`config.mk`:
```
export PLATFORM = sky130hd
export DESIGN_NAME = motor_speed_pi_controller_core
export DESIGN_NICKNAME = d
export VERILOG_FILES = /design/src/rtl/msp_pkg.sv /design/src/rtl/motor_speed_pi_controller_core.sv /design/src/rtl/msp_cfg.sv /design/src/rtl/msp_mul.sv /design/src/rtl/msp_fsm.sv
export SDC_FILE = /design/constraint.sdc
export NUM_CORES = 2
export LEC_CHECK = 0
export BUFFER_PORTS_ARGS = -buffer_cell sky130_fd_sc_hd__buf_4
export CORE_MARGIN = 8
export CORE_UTILIZATION = 41
export CTS_CLUSTER_DIAMETER = 30
export CTS_CLUSTER_SIZE = 10
export DETAILED_ROUTE_END_ITERATION = 6
export PLACE_DENSITY = 0.54
export SYNTH_ARGS = -nofsm -noshare
export SYNTH_HDL_FRONTEND = slang
export SYNTH_HIERARCHICAL = 1
export SYNTH_SLANG_ARGS = --single-unit
```
`constraint.sdc`:
```
create_clock -name clk -period 25.7 [get_ports clk]
set_input_delay 3.855 -clock clk [delete_from_list [all_inputs] [get_ports clk]]
set_output_delay 3.855 -clock clk [all_outputs]
set_load 0.005 [all_outputs]
```
`src/rtl/msp_pkg.sv`:
```
`default_nettype none
// ----------------------------------------------------------------------------
// msp_pkg: shared types and constants of the motor speed PI controller
// Register indexes, control state, the config bundle and sequencer controls.
// ----------------------------------------------------------------------------
package msp_pkg;

  localparam int CFG_IDX_W  = 3;
  localparam int CFG_DATA_W = 32;

  // Register indexes of the config port
  localparam logic [CFG_IDX_W-1:0] REG_SETPOINT   = 3'd0;
  localparam logic [CFG_IDX_W-1:0] REG_PROP_GAIN  = 3'd1;
  localparam logic [CFG_IDX_W-1:0] REG_INTEG_GAIN = 3'd2;
  localparam logic [CFG_IDX_W-1:0] REG_INTEG_LIM  = 3'd3;
  localparam logic [CFG_IDX_W-1:0] REG_SPEED_SCL  = 3'd4;
  localparam logic [CFG_IDX_W-1:0] REG_TIME_STEP  = 3'd5;
  localparam logic [CFG_IDX_W-1:0] REG_PWM_PERIOD = 3'd6;
  localparam logic [CFG_IDX_W-1:0] REG_DEADBAND   = 3'd7;

  // Reset values
  localparam logic [30:0] TIME_STEP_RST  = 31'd66;
  localparam logic [15:0] PWM_PERIOD_RST = 16'd1000;

  // Drive limit, +/- 1.0 in Q16.16
  localparam logic signed [47:0] DRIVE_MAX = 48'sd65536;
  localparam logic signed [47:0] DRIVE_MIN = -48'sd65536;

  typedef struct packed {
    logic signed [31:0] setpoint;
    logic [30:0]        prop_gain;
    logic [30:0]        integ_gain;
    logic [30:0]        integral_limit;
    logic signed [31:0] speed_scale;
    logic [30:0]        time_step;
    logic [15:0]        pwm_period;
    logic [15:0]        deadband;
  } cfg_t;

  typedef enum logic [3:0] {
    ST_IDLE,
    ST_MUL_SPEED,
    ST_ERROR,
    ST_MUL_STEP,
    ST_INTEG,
    ST_MUL_PROP,
    ST_MUL_IGAIN,
    ST_DRIVE,
    ST_MUL_PWM,
    ST_OUTPUT
  } state_t;

  // Operand pair fed to the shared multiplier
  typedef enum logic [2:0] {
    OP_SPEED,
    OP_STEP,
    OP_PROP,
    OP_IGAIN,
    OP_PWM
  } mul_sel_t;

  typedef struct packed {
    logic     take_in;
    logic     mul_en;
    mul_sel_t mul_sel;
    logic     ld_error;
    logic     ld_integ;
    logic     ld_acc;
    logic     ld_drive;
    logic     ld_out;
  } ctrl_t;

endpackage
`default_nettype wire

```
`src/rtl/motor_speed_pi_controller_core.sv`:
```
`default_nettype none
// ----------------------------------------------------------------------------
// motor_speed_pi_controller_core: PI speed loop with anti-windup clamp
// Encoder count in, speed, drive level, PWM compare and direction out.
// ----------------------------------------------------------------------------
//  channel   | dir | width | beat contents
//  s_axis    | in  | 16    | encoder_count
//  m_axis    | out | 72    | measured_speed, drive_level, duty_compare, direction
//  cfg       | in  | 3+32  | register index, write data
//
//  A tick runs from the input beat through the sequencer steps to the result
//  register, and the next input beat is taken only back in idle: five
//  products share one registered 32x32 multiplier, each one used by the step
//  after it. The input side is ready only while the sequencer is idle.
//  The result register frees the input side while a result waits; a stalled
//  output holds the sequencer in its last step. Reset is synchronous, no
//  clearing pass.
// ----------------------------------------------------------------------------
module motor_speed_pi_controller_core (
  input  wire logic                           clk,
  input  wire logic                           rst,
  input  wire logic                           s_tvalid,
  output logic                                s_tready,
  input  wire logic [15:0]                    s_tdata,  // [15:0] encoder_count
  output logic                                m_tvalid,
  input  wire logic                           m_tready,
  // [31:0] measured_speed, [49:32] drive_level, [65:50] duty_compare,
  // [66] direction, [71:67] zero
  output logic [71:0]                         m_tdata,
  input  wire logic                           cfg_we,
  input  wire logic [msp_pkg::CFG_IDX_W-1:0]  cfg_index,
  input  wire logic [msp_pkg::CFG_DATA_W-1:0] cfg_data
);
  import msp_pkg::*;

  cfg_t  cfg;
  ctrl_t ctrl;
  logic  out_busy;

  logic signed [15:0] count;
  logic signed [31:0] speed;
  logic signed [31:0] error;
  logic signed [31:0] integral_sum;
  logic signed [47:0] acc;
  logic signed [17:0] drive;

  logic signed [31:0] mul_a;
  logic signed [31:0] mul_b;
  logic signed [63:0] prod;

  logic signed [39:0] speed_sh;
  logic signed [31:0] speed_sat;
  logic signed [32:0] err_diff;
  logic signed [31:0] err_sat;
  logic signed [47:0] integ_sum;
  logic signed [47:0] lim_pos;
  logic signed [47:0] lim_neg;
  logic signed [31:0] integ_clamp;
  logic signed [47:0] drive_sum;
  logic signed [17:0] drive_clamp;
  logic [16:0]        mag;
  logic [15:0]        pulse;
  logic [15:0]        duty;

  msp_cfg u_cfg (
    .clk       (clk),
    .rst       (rst),
    .cfg_we    (cfg_we),
    .cfg_index (cfg_index),
    .cfg_data  (cfg_data),
    .cfg       (cfg)
  );

  assign out_busy = m_tvalid && !m_tready;

  msp_fsm u_fsm (
    .clk      (clk),
    .rst      (rst),
    .in_valid (s_tvalid),
    .out_busy (out_busy),
    .ctrl     (ctrl)
  );

  assign s_tready = ctrl.take_in;

  // Operand select for the shared multiplier
  assign mag = drive[17] ? 17'(-drive) : drive[16:0];

  always_comb begin
    case (ctrl.mul_sel)
      OP_SPEED: begin
        mul_a = 32'(count);
        mul_b = cfg.speed_scale;
      end
      OP_STEP: begin
        mul_a = error;
        mul_b = {1'b0, cfg.time_step};
      end
      OP_PROP: begin
        mul_a = error;
        mul_b = {1'b0, cfg.prop_gain};
      end
      OP_IGAIN: begin
        mul_a = integral_sum;
        mul_b = {1'b0, cfg.integ_gain};
      end
      OP_PWM: begin
        mul_a = {15'd0, mag};
        mul_b = {16'd0, cfg.pwm_period};
      end
      default: begin
        mul_a = '0;
        mul_b = '0;
      end
    endcase
  end

  msp_mul u_mul (
    .clk  (clk),
    .en   (ctrl.mul_en),
    .a    (mul_a),
    .b    (mul_b),
    .prod (prod)
  );

  // Speed: floor(count * scale / 2^8), saturated; error against setpoint
  assign speed_sh = prod[47:8];
  always_comb begin
    if (speed_sh > 40'sh007FFFFFFF) begin
      speed_sat = 32'sh7FFFFFFF;
    end else if (speed_sh < -40'sh0080000000) begin
      speed_sat = 32'sh80000000;
    end else begin
      speed_sat = speed_sh[31:0];
    end
  end

  assign err_diff = 33'(cfg.setpoint) - 33'(speed_sat);
  always_comb begin
    if (err_diff > 33'sh07FFFFFFF) begin
      err_sat = 32'sh7FFFFFFF;
    end else if (err_diff < -33'sh080000000) begin
      err_sat = 32'sh80000000;
    end else begin
      err_sat = err_diff[31:0];
    end
  end

  // Integral: add floor(error * step / 2^16), clamp to +/- limit
  assign integ_sum = 48'(integral_sum) + $signed(prod[63:16]);
  assign lim_pos   = {17'd0, cfg.integral_limit};
  assign lim_neg   = -lim_pos;
  always_comb begin
    if (integ_sum > lim_pos) begin
      integ_clamp = 32'(lim_pos);
    end else if (integ_sum < lim_neg) begin
      integ_clamp = 32'(lim_neg);
    end else begin
      integ_clamp = integ_sum[31:0];
    end
  end

  // Drive: proportional term plus integral term, clamped to +/- 1.0
  assign drive_sum = acc + $signed(prod[63:16]);
  always_comb begin
    if (drive_sum > DRIVE_MAX) begin
      drive_clamp = 18'(DRIVE_MAX);
    end else if (drive_sum < DRIVE_MIN) begin
      drive_clamp = 18'(DRIVE_MIN);
    end else begin
      drive_clamp = drive_sum[17:0];
    end
  end

  // PWM compare with deadband
  assign pulse = prod[31:16];
  assign duty  = (pulse <= cfg.deadband) ? 16'd0 : pulse;

  // Datapath registers
  always_ff @(posedge clk) begin
    if (s_tvalid && s_tready) begin
      count <= s_tdata;
    end
    if (ctrl.ld_error) begin
      speed <= speed_sat;
      error <= err_sat;
    end
    if (ctrl.ld_acc) begin
      acc <= $signed(prod[63:16]);
    end
    if (ctrl.ld_drive) begin
      drive <= drive_clamp;
    end
  end

  // Integral state
  always_ff @(posedge clk) begin
    if (rst) begin
      integral_sum <= '0;
    end else if (ctrl.ld_integ) begin
      integral_sum <= integ_clamp;
    end
  end

  // Result register
  always_ff @(posedge clk) begin
    if (rst) begin
      m_tvalid <= 1'b0;
    end else if (ctrl.ld_out) begin
      m_tvalid <= 1'b1;
    end else if (m_tready) begin
      m_tvalid <= 1'b0;
    end
  end

  always_ff @(posedge clk) begin
    if (ctrl.ld_out) begin
      m_tdata <= {5'd0, (drive > 18'sd0), duty, drive, speed};
    end
  end

endmodule
`default_nettype wire

```
`src/rtl/msp_cfg.sv`:
```
`default_nettype none
// ----------------------------------------------------------------------------
// msp_cfg: configuration register file
// Eight write-only registers, loaded from the plain write port.
// ----------------------------------------------------------------------------
module msp_cfg (
  input  wire logic                           clk,
  input  wire logic                           rst,
  input  wire logic                           cfg_we,
  input  wire logic [msp_pkg::CFG_IDX_W-1:0]  cfg_index,
  input  wire logic [msp_pkg::CFG_DATA_W-1:0] cfg_data,
  output msp_pkg::cfg_t                       cfg
);
  import msp_pkg::*;

  cfg_t regs;

  always_ff @(posedge clk) begin
    if (rst) begin
      regs.setpoint       <= '0;
      regs.prop_gain      <= '0;
      regs.integ_gain     <= '0;
      regs.integral_limit <= '0;
      regs.speed_scale    <= '0;
      regs.time_step      <= TIME_STEP_RST;
      regs.pwm_period     <= PWM_PERIOD_RST;
      regs.deadband       <= '0;
    end else if (cfg_we) begin
      unique case (cfg_index)
        REG_SETPOINT:   regs.setpoint       <= cfg_data;
        REG_PROP_GAIN:  regs.prop_gain      <= cfg_data[30:0];
        REG_INTEG_GAIN: regs.integ_gain     <= cfg_data[30:0];
        REG_INTEG_LIM:  regs.integral_limit <= cfg_data[30:0];
        REG_SPEED_SCL:  regs.speed_scale    <= cfg_data;
        REG_TIME_STEP:  regs.time_step      <= cfg_data[30:0];
        REG_PWM_PERIOD: regs.pwm_period     <= cfg_data[15:0];
        REG_DEADBAND:   regs.deadband       <= cfg_data[15:0];
        default: ;
      endcase
    end
  end

  assign cfg = regs;

endmodule
`default_nettype wire

```
`src/rtl/msp_mul.sv`:
```
`default_nettype none
// ----------------------------------------------------------------------------
// msp_mul: shared signed multiplier
// One 32x32 signed multiply per enabled cycle, product registered.
// ----------------------------------------------------------------------------
module msp_mul (
  input  wire logic               clk,
  input  wire logic               en,
  input  wire logic signed [31:0] a,
  input  wire logic signed [31:0] b,
  output logic signed [63:0]      prod
);

  always_ff @(posedge clk) begin
    if (en) begin
      prod <= a * b;
    end
  end

endmodule
`default_nettype wire

```
`src/rtl/msp_fsm.sv`:
```
`default_nettype none
// ----------------------------------------------------------------------------
// msp_fsm: control tick sequencer
// Steps one tick through the shared multiplier and the datapath loads.
// ----------------------------------------------------------------------------
module msp_fsm (
  input  wire logic     clk,
  input  wire logic     rst,
  input  wire logic     in_valid,
  input  wire logic     out_busy,
  output msp_pkg::ctrl_t ctrl
);
  import msp_pkg::*;

  state_t state;
  state_t state_next;

  always_ff @(posedge clk) begin
    if (rst) begin
      state <= ST_IDLE;
    end else begin
      state <= state_next;
    end
  end

  // Next state
  always_comb begin
    state_next = state;
    unique case (state)
      ST_IDLE:      if (in_valid) state_next = ST_MUL_SPEED;
      ST_MUL_SPEED: state_next = ST_ERROR;
      ST_ERROR:     state_next = ST_MUL_STEP;
      ST_MUL_STEP:  state_next = ST_INTEG;
      ST_INTEG:     state_next = ST_MUL_PROP;
      ST_MUL_PROP:  state_next = ST_MUL_IGAIN;
      ST_MUL_IGAIN: state_next = ST_DRIVE;
      ST_DRIVE:     state_next = ST_MUL_PWM;
      ST_MUL_PWM:   state_next = ST_OUTPUT;
      ST_OUTPUT:    if (!out_busy) state_next = ST_IDLE;
      default:      state_next = ST_IDLE;
    endcase
  end

  // Outputs
  always_comb begin
    ctrl = '0;
    ctrl.mul_sel = OP_SPEED;
    unique case (state)
      ST_IDLE:      ctrl.take_in = 1'b1;
      ST_MUL_SPEED: begin
        ctrl.mul_en  = 1'b1;
        ctrl.mul_sel = OP_SPEED;
      end
      ST_ERROR:     ctrl.ld_error = 1'b1;
      ST_MUL_STEP:  begin
        ctrl.mul_en  = 1'b1;
        ctrl.mul_sel = OP_STEP;
      end
      ST_INTEG:     ctrl.ld_integ = 1'b1;
      ST_MUL_PROP:  begin
        ctrl.mul_en  = 1'b1;
        ctrl.mul_sel = OP_PROP;
      end
      ST_MUL_IGAIN: begin
        ctrl.mul_en  = 1'b1;
        ctrl.mul_sel = OP_IGAIN;
        ctrl.ld_acc  = 1'b1;
      end
      ST_DRIVE:     ctrl.ld_drive = 1'b1;
      ST_MUL_PWM:   begin
        ctrl.mul_en  = 1'b1;
        ctrl.mul_sel = OP_PWM;
      end
      ST_OUTPUT:    ctrl.ld_out = !out_busy;
      default: ;
    endcase
  end

endmodule
`default_nettype wire

```
==> impl_results.rst <==
.. list-table::
   :header-rows: 1

   * - Metric
     - Value
   * - Run status
     - complete, no violations
   * - Final setup skew
     - 0.0461 ns
   * - Ratio of cells with drive above 1 in the final layout
     - 0.0920
   * - Worst-case clock buffer depth
     - 3
   * - Worst Setup End Kind
     - flop
   * - Layout Nets
     - 8,850
   * - Number of buffers inserted for hold repair after clock tree synthesis
     - 0
   * - Placer Congestion
     - 0.963
   * - Data arrival, critical path
     - 11.87 ns
   * - Type of the tightest min-delay check
     - flop to flop
   * - Buf/Inv on CP
     - 10
   * - Total global routing overflow
     - 0
   * - Number of filler cells placed in the layout
     - between 15,000 and 20,000
   * - DR vias
     - 53,400
   * - Synthesis-to-layout area growth
     - 11.5%
   * - Clock latency on the worst-skew pair
     - 0.75 ns
   * - Critical path's largest stage delay
     - 0.87 ns
   * - Maximum clock rate
     - between 0.08 and 0.09 GHz
   * - Die outline width
     - about 430 um
   * - Reg2Reg Launch Point
     - u_fsm/state[1]$_SDFFE_PP0P_
   * - Register-to-Register Setup Slack
     - 14.29 ns
   * - Max-slew headroom
     - 0.157
   * - Count of final hold-check violations
     - 0
   * - Global-route usage over all layers
     - 0.253
   * - Number of buffers added for setup after CTS
     - 0
   * - Post-Place Cells
     - 9,391
   * - Destination of the critical timing path
     - u_mul/prod[61]$_DFFE_PP_
   * - Clock root buffer
     - sky130_fd_sc_hd__clkbuf_16
   * - Chip height
     - 429 um
   * - Clock transition at path regs
     - about 0.040 ns
   * - Critical Path Source
     - u_fsm/state[1]$_SDFFE_PP0P_
   * - Number of standard cells in the layout, taps in and fillers out
     - 9,650
   * - Worst supply voltage drop on vdd
     - approximately 0.086 mV
   * - Post-synthesis instance area
     - 70,000 um2
   * - Endpoint of the worst-slack reg-to-reg timing path
     - u_mul/prod[61]$_DFFE_PP_
   * - Final number of max-transition violations
     - 0
   * - Minimum clock period after layout
     - 11.41 ns
   * - Gates resized, CTS repair
     - 0
   * - Half-perimeter wire length of the detailed placement result
     - 179 mm
   * - Crit-path max FO
     - 58
   * - Number of buffers inserted by port buffering
     - between 100 and 150
   * - Routed wire length per instance
     - 24.4 um
   * - Register-to-Register Path Depth
     - 33
   * - Required time at the endpoint of the critical path
     - between 20 and 30 ns
   * - Synthesized instance count
     - 7,372
   * - Number of antenna violations at the first check in global routing
     - 15
   * - ANT nets after route
     - 0
   * - Setup TNS
     - 0 ns
   * - Most repeated library cell on the critical path
     - sky130_fd_sc_hd__fa_1
   * - # rows
     - 151
   * - Worst path depth
     - 33
   * - Vias per std cell
     - 5.53
   * - Maximum number of pins on one net before global-route repair
     - 118
   * - Kind of cell adding the most delay to the critical path
     - adder cells
   * - Number of global-route vias before repair
     - 56,300
   * - Critical Path Source Type
     - flop
   * - Total of warnings raised by yosys
     - 6
   * - Synthesized area per cell
     - 9.49 um2
   * - Total CTS buffers
     - around 140
   * - Initial standard-cell utilization of the core
     - 0.413
   * - Post-route DRC
     - 0
   * - H-tree levels
     - 4
   * - # Max-Cap Violations
     - 0
   * - TritonCTS Sinks
     - between 500 and 600
   * - CP max stage cell
     - sky130_fd_sc_hd__buf_4
   * - Crit share post-route
     - 0.444
   * - Worst-Margin Slew
     - 1.26 ns
   * - Clock tree from TritonCTS
     - done
   * - Final-report setup violation count
     - 0
   * - Sum of routed wire length over all layers
     - 236 mm
   * - Count of boundary I/O pins
     - between 100 and 150
   * - Unrepaired setup endpoints after global routing
     - false
   * - Area of the die
     - 184,000 um2
   * - Pwr per Cell Area
     - slightly above 100 nW/um2
   * - Global-route wire length before repair
     - 357 mm
   * - Cell leakage power
     - 35.9 nW
   * - Detailed router's first-iteration violation count
     - 3,866
   * - Kind of critical path
     - flop to flop
   * - Total iterations of the first detailed-routing run
     - 6
   * - Area of the core region
     - 169,000 um2
==> final cells by class <==
cell class,count,area (um2),share of cell area
antenna,7,17.5,0.000225
clock buffer,185,3840,0.0493
clock inverter,67,826,0.0106
inverter,1104,4140,0.0531
multi-input combinational,5295,51300,0.658
sequential,526,13200,0.169
tap,2218,2780,0.0356
timing repair buffer,248,1870,0.0239
==> how the worst min path moves through the flow <==
stage	start	end	slack [ns]	cells past startpoint
6_report	speed[14]$_DFFE_PP_	m_tdata[14]$_DFFE_PP_	0.38	0
5_1_grt	speed[14]$_DFFE_PP_	m_tdata[14]$_DFFE_PP_	0.39	0
4_1_cts	speed[14]$_DFFE_PP_	m_tdata[14]$_DFFE_PP_	0.38	0
3_5_place_dp	speed[15]$_DFFE_PP_	m_tdata[15]$_DFFE_PP_	0.40	0
3_3_place_gp	speed[15]$_DFFE_PP_	m_tdata[15]$_DFFE_PP_	0.41	0
2_1_floorplan	speed[0]$_DFFE_PP_	m_tdata[0]$_DFFE_PP_	0.40	0
==> flip-flops by register name, indices dropped and copies added (netlist names), 16 cells and up <==
register      count
count            16
m_tdata          67
error            32
acc              48
u_cfg/cfg       220
speed            32
drive            18
u_mul/prod       56
integral_sum     32
==> layer usage <==
layer / vias to the layer above / GRT usage / wire length (um) / part of all wire
met5: - / 0 / 18 / 0.000076
met4: 2 / 0.0982 / 10200 / 0.043
met3: 398 / 0.0371 / 13700 / 0.058
met2: 1591 / 0.413 / 109000 / 0.46
met1: 27600 / 0.340 / 103000 / 0.44
li1: 23800 / - / - / -
==> where the power goes <==
part | internal (mW) | switching (mW)
sequential | 1.12 | 0.155
clock | 1.14 | 0.567
combinational | 1.72 | 3.27
==> through the flow <==
stage,util,power [mW],setup slack (ns),instance area (um2),hold slack (ns)
finish,0.460,7.96,14.29,78000,0.385
global route,0.460,8.55,13.56,78000,0.388
global placement,0.433,6.22,14.33,73300,0.405
detailed placement,0.433,6.25,14.28,73300,0.405
floorplan,-,4.54,15.98,70000,0.400
CTS,0.460,7.99,14.24,78000,0.383
==> cell usage in the layout, fill, tap and decap left out, drive strengths merged, types with 70 or more instances in the layout <==
cell type  count
a211oi        70
a21o         132
a21oi        303
and2         545
buf          248
clkbuf       185
dfxtp        257
edfxtp       269
fa          1085
ha           397
inv         1115
mux2i        258
nand2        699
nand2b       270
nand4         74
nor2         245
o21ai        157
xnor2        148
xor2          75
(Power assumes the default switching activity.)
